--- config.mk ---
export PLATFORM = sky130hd
export DESIGN_NAME = tccw_ctrl
export DESIGN_NICKNAME = d
export VERILOG_FILES = /design/src/hdl/tccw_pkg.sv /design/src/hdl/tccw_ctrl.sv
export SDC_FILE = /design/constraint.sdc
export NUM_CORES = 1
export LEC_CHECK = 0
export ABC_AREA = 1
export BUFFER_PORTS_ARGS = -buffer_cell sky130_fd_sc_hd__buf_4
export CAP_MARGIN = 20
export CORE_MARGIN = 1
export CORE_UTILIZATION = 37
export DETAILED_ROUTE_END_ITERATION = 8
export GPL_ROUTABILITY_DRIVEN = 0
export GPL_TIMING_DRIVEN = 0
export HOLD_SLACK_MARGIN = 0.12
export PLACE_DENSITY = 0.83
export SETUP_SLACK_MARGIN = 0.1
export SKIP_LAST_GASP = 1
export SLEW_MARGIN = 25
export SYNTH_ARGS = -nofsm -noshare
export SYNTH_HDL_FRONTEND = slang
export SYNTH_SLANG_ARGS = --single-unit
export TNS_END_PERCENT = 1
--- constraint.sdc ---
create_clock -name clk -period 1.25 [get_ports clk]
set_input_delay 0.0625 -clock clk [delete_from_list [all_inputs] [get_ports clk]]
set_output_delay 0.0625 -clock clk [all_outputs]
set_load 0.005 [all_outputs]
--- src/hdl/tccw_pkg.sv ---
// ============================================================================
// tccw_pkg
// Shared types and constants for the text console character writer:
// item kinds, control characters, datapath command and status groups.
// ============================================================================
package tccw_pkg;

  localparam logic [1:0] KIND_PUT   = 2'd0;
  localparam logic [1:0] KIND_READ  = 2'd1;
  localparam logic [1:0] KIND_CLEAR = 2'd2;

  localparam logic [7:0] CH_BS    = 8'h08;
  localparam logic [7:0] CH_TAB   = 8'h09;
  localparam logic [7:0] CH_LF    = 8'h0A;
  localparam logic [7:0] CH_CR    = 8'h0D;
  localparam logic [7:0] CH_SPACE = 8'h20;

  localparam logic [7:0]  ATTR_RESET = 8'h70;
  localparam logic [15:0] CELL_RESET = {ATTR_RESET, CH_SPACE};

  // write data select
  localparam logic [1:0] WS_CHAR   = 2'd0;
  localparam logic [1:0] WS_BLANK  = 2'd1;
  localparam logic [1:0] WS_INIT   = 2'd2;
  localparam logic [1:0] WS_SCROLL = 2'd3;

  // write address select
  localparam logic [1:0] WA_CUR    = 2'd0;
  localparam logic [1:0] WA_CUR_M1 = 2'd1;
  localparam logic [1:0] WA_SWEEP  = 2'd2;

  // cursor column ops
  localparam logic [1:0] COL_HOLD = 2'd0;
  localparam logic [1:0] COL_INC  = 2'd1;
  localparam logic [1:0] COL_DEC  = 2'd2;
  localparam logic [1:0] COL_ZERO = 2'd3;

  // cursor line ops
  localparam logic [1:0] LINE_HOLD = 2'd0;
  localparam logic [1:0] LINE_INC  = 2'd1;
  localparam logic [1:0] LINE_ZERO = 2'd2;

  // sweep read ops
  localparam logic [1:0] RD_NONE  = 2'd0;
  localparam logic [1:0] RD_SCRL0 = 2'd1;
  localparam logic [1:0] RD_SCRL  = 2'd2;

  typedef struct packed {
    logic       cap_item;
    logic       wr_en;
    logic [1:0] wsel;
    logic [1:0] wa_sel;
    logic [1:0] col_op;
    logic [1:0] line_op;
    logic [1:0] rd_op;
    logic       tab_step;
    logic       sw_clr;
    logic       sw_step;
    logic       load_out;
  } tccw_cmd_t;

  typedef struct packed {
    logic [1:0] kind;
    logic       is_bs;
    logic       is_lf;
    logic       is_cr;
    logic       is_tab;
    logic       col_zero;
    logic       col_last;
    logic       line_last;
    logic       tab_last;
    logic       tab_more;
    logic       sw_last;
    logic       out_free;
  } tccw_sts_t;

endpackage

--- src/hdl/tccw_ctrl.sv ---
// ============================================================================
// tccw_ctrl
// Controller: sequences each transaction through execute, scroll, clear and
// the clearing pass after reset, and hands the result to the output register.
// ============================================================================
module tccw_ctrl
  import tccw_pkg::*;
(
  input  logic      clk,
  input  logic      rst_n,
  input  logic      in_valid,
  output logic      in_stall,
  input  tccw_sts_t sts,
  output tccw_cmd_t cmd
);

  localparam logic [2:0] ST_INIT  = 3'd0;
  localparam logic [2:0] ST_IDLE  = 3'd1;
  localparam logic [2:0] ST_EXEC  = 3'd2;
  localparam logic [2:0] ST_SCRL0 = 3'd3;
  localparam logic [2:0] ST_SCRL  = 3'd4;
  localparam logic [2:0] ST_CLR   = 3'd5;
  localparam logic [2:0] ST_FIN   = 3'd6;

  logic [2:0] state_r;
  logic [2:0] state_nxt;
  logic       finish;
  logic       more;

  assign in_stall = (state_r != ST_IDLE);

  always_comb begin
    cmd       = '0;
    state_nxt = state_r;
    finish    = 1'b0;
    more      = sts.is_tab && !sts.tab_last;
    case (state_r)
      ST_INIT: begin
        cmd.wr_en   = 1'b1;
        cmd.wsel    = WS_INIT;
        cmd.wa_sel  = WA_SWEEP;
        cmd.sw_step = 1'b1;
        if (sts.sw_last) state_nxt = ST_IDLE;
      end
      ST_IDLE: begin
        if (in_valid) begin
          cmd.cap_item = 1'b1;
          state_nxt    = ST_EXEC;
        end
      end
      ST_EXEC: begin
        case (sts.kind)
          KIND_PUT: begin
            if (sts.is_bs) begin
              if (!sts.col_zero) begin
                cmd.wr_en  = 1'b1;
                cmd.wsel   = WS_BLANK;
                cmd.wa_sel = WA_CUR_M1;
                cmd.col_op = COL_DEC;
              end
              finish = 1'b1;
            end else if (sts.is_lf) begin
              cmd.col_op = COL_ZERO;
              if (sts.line_last) begin
                cmd.sw_clr = 1'b1;
                state_nxt  = ST_SCRL0;
              end else begin
                cmd.line_op = LINE_INC;
                finish      = 1'b1;
              end
            end else if (sts.is_cr) begin
              finish = 1'b1;
            end else begin
              cmd.wr_en    = 1'b1;
              cmd.wsel     = WS_CHAR;
              cmd.wa_sel   = WA_CUR;
              cmd.tab_step = sts.is_tab;
              if (sts.col_last) begin
                cmd.col_op = COL_ZERO;
                if (sts.line_last) begin
                  cmd.sw_clr = 1'b1;
                  state_nxt  = ST_SCRL0;
                end else begin
                  cmd.line_op = LINE_INC;
                  finish      = !more;
                end
              end else begin
                cmd.col_op = COL_INC;
                finish     = !more;
              end
            end
          end
          KIND_CLEAR: begin
            cmd.col_op  = COL_ZERO;
            cmd.line_op = LINE_ZERO;
            cmd.sw_clr  = 1'b1;
            state_nxt   = ST_CLR;
          end
          default: finish = 1'b1;
        endcase
        if (finish) begin
          if (sts.out_free) begin
            cmd.load_out = 1'b1;
            state_nxt    = ST_IDLE;
          end else begin
            state_nxt = ST_FIN;
          end
        end
      end
      ST_SCRL0: begin
        cmd.rd_op = RD_SCRL0;
        state_nxt = ST_SCRL;
      end
      ST_SCRL: begin
        cmd.wr_en   = 1'b1;
        cmd.wsel    = WS_SCROLL;
        cmd.wa_sel  = WA_SWEEP;
        cmd.rd_op   = RD_SCRL;
        cmd.sw_step = 1'b1;
        if (sts.sw_last) state_nxt = sts.tab_more ? ST_EXEC : ST_FIN;
      end
      ST_CLR: begin
        cmd.wr_en   = 1'b1;
        cmd.wsel    = WS_BLANK;
        cmd.wa_sel  = WA_SWEEP;
        cmd.sw_step = 1'b1;
        if (sts.sw_last) state_nxt = ST_FIN;
      end
      ST_FIN: begin
        if (sts.out_free) begin
          cmd.load_out = 1'b1;
          state_nxt    = ST_IDLE;
        end
      end
      default: state_nxt = ST_INIT;
    endcase
  end

  always_ff @(posedge clk) begin
    if (!rst_n) state_r <= ST_INIT;
    else        state_r <= state_nxt;
  end

endmodule

==> qor.yml <==
cells_and_area:
  antenna_cells: 0
  largest_reg_flops: 3
  syn_to_final_growth_pct: 73.8
  fin_area_um2: 898
  regMostFlops: "state_r"
  n_fill_cell: 112
  largestRegisters: "state_r: 3 flops"
  fin_cells: 162
  finish.utilization_pct: 69.0
  multiInputGateArea_um2: 380
  nNetsFinal: 164
  seq_area_um2: 62.6
  drive_gt1_share_pct: 42.2
status:
  violations: "setup timing"
  status: "finished, violations left"
setup_path:
  r2r-start: "state_r[1]"
  worst-setup-path-type: "reg2out"
  cp-start-kind: "flop"
  setup.worst_path.end: "cmd[14]"
  cp_max_fo: 4
  r2r_slack_ps: -230
  worstPathRequired_ps: 1190
  critPathCaptureType: "output pin"
  worstRegToRegCells: 12
  r2r_end: "state_r[0]"
  arrival_ps: 1560
  cp-startpoint: "state_r[1]"
pwr:
  p_per_area_mw_per_mm2: 1740
  power_leakage_uw: 0.000483
  finalPower_uw: 1560
  vdd_drop_max_mv: 1.23
routing:
  drt-wirelength-per-cell_um: 9.83
  ant_nets: 0
  drtIter0Drc: 24
  vias: 782
  drc_errors: 0
  via_per_inst: 4.83
  detail_route.first_pass.iterations: 4
  wirelength_mm: 1.59
worst_hold_path:
  hold_class: "in2reg"
timing:
  skew_ps: 6.20
  setup_viol: 11
  hold_viol: 0
  timing.final.ws_setup_ps: -371
  hold-worst-slack_ps: 322
  fin_crit_sh_pct: 130
  drv_slew: 0
  max_freq_ghz: 0.617
  fin_crit_ps: 1620
  rsz0062_at_grt: "true"
  relSlewSlack_pct: 83.7
  worstMarginPinSlew_ps: 242
synth:
  syn_area_per_cell_um2: 5.07
  ys_ff_latch: 3
  synth-simple-area-share_pct: 55.7
  synth_top_area_share_pct: 19.6
  yosysTopAreaCell: "nand2_1"
  ys_top_cells_by_area: "nand2_1 20%, nor2_1 14%, dfxtp_1 12%"
  syn-num-nets: 118
  synth_fa_ha_area_share_pct: 0
  synth_edf_count: 0
  syn_area_um2: 517
  synth-xor-area-share_pct: 1.69
  synth_top_family_by_area: "simple AND/OR/NAND/NOR gates"
  synth.distinct_cells: 22
  synth_compound_area_share_pct: 13.3
  synth.mux.area_fraction_pct: 0
  netlist_top_cells_count: "27 x nand2_1, 19 x nor2_1, 15 x inv_1"
  yosysWarnings: 0
  ys_seq_area_share_pct: 11.6
  synthCells: 102
  synth-main-ff-cell: "dfxtp_1"
  async_reset_ff_share_pct: 0
  yosysMostFrequentCell: "nand2_1"
clock_tree:
  clockRootBuffer: "clkbuf_4"
  clock_latency_ps: 240
  clock_path_buffers: 2
  cts_buffers: 3
  cts.sinks: 3
  htree_levels: 1
  cts_tree: "built"
  path_clk_slew_ps: 40
floorplan:
  die-area_mm2: 0.00155
  die_w_um: 39.4
  start_util_pct: 39.7
  coreArea_mm2: 0.00130
  ios: 33
  die_height_um: 39.4
  rows: 13
place:
  dp_hpwl_mm: 1.16
  portBuffers: 32
  post_dp_cell_area_um2: 790
  dp.cells: 149
job:
  maxCapViolCount: 0
global_routing:
  grt_pass1_vias: 622
  grt_antenna_before_repair: 0
  grt_overflow: 0
  track_usage_pct: 22.4
  grt_pass1_wl_mm: 2.35
  grt_max_degree: 10
==> timing repair <==
action / in CTS / in global routing
endpoints found under the hold margin: 3 / 0
endpoints found under the setup margin: 18 / 20
resized for setup: 3 / 5
pin swaps: 4 / 4
hold buffers: 1 / 0
setup buffers: 8 / 0
==> cells in the final DEF, fill, tap and decap left out, drive strengths merged <==
master	instances
nand3	4
o21ai	5
buf	42
dfxtp	3
clkbuf	4
nor3	6
dlygate4sd3	1
or2	1
clkinv	1
o31ai	1
nor2	23
inv	18
xnor2	1
nand2	30
a21oi	6
a31oi	1
==> cell families (layout without fill, tap and decap cells) <==
kind of cell	count (synthesis)	after routing
buffers and inverters	21	66
DFF	3	3
and+or+nand+nor	64	64
xor gates and xnor gates	1	1
AOI/OAI and AO/OA	13	13
==> cell type report <==
cell class,count,area share [%]
sequential,3,6.96
inverter,19,9.05
buffer,2,2.09
timing repair buffer,41,34.5
clock buffer,4,2.92
tap,15,2.09
multi-input combinational,78,42.3
==> critical path, stage by stage (launching register included) <==
cell      delay (ps)
dfxtp_2          310
buf_6            100
inv_6             30
nor2_4           100
nand2_4           80
clkinv_4          50
nand3_2           60
or2_1            250
a31oi_1          190
buf_4            130
==> stage by stage <==
step / setup TNS (ps) / setup WS, ps
detailed placement: -688 / -237
floorplan: 0 / 5.85
finish: -2510 / -371
CTS: -2850 / -370
global placement: -524 / -198
global route: -3640 / -436
==> power by group <==
group	switching, uW	total, uW	internal (uW)
sequential	50.7	193	142
combinational	600	1190	588
clock	60.8	181	120
==> per-layer routing <==
metal	global-route usage, %	vias up	routed length [um]
li1	-	408	-
met1	26.5	340	697
met2	37.1	28	788
met3	6.82	6	79
met4	8.62	0	27
met5	0	-	0
==> how the worst min path moves through the flow <==
stage | from | to | depth (start not counted)
detailed placement | rst_n | state_r[1] | 3
finish | sts[0] | state_r[2] | 6
CTS | sts[0] | state_r[2] | 6
floorplan | sts[4] | cmd[6] | 1
global placement | rst_n | state_r[1] | 3
global route | sts[1] | state_r[1] | 6
No activity file was read; power rests on OpenSTA's default activity.
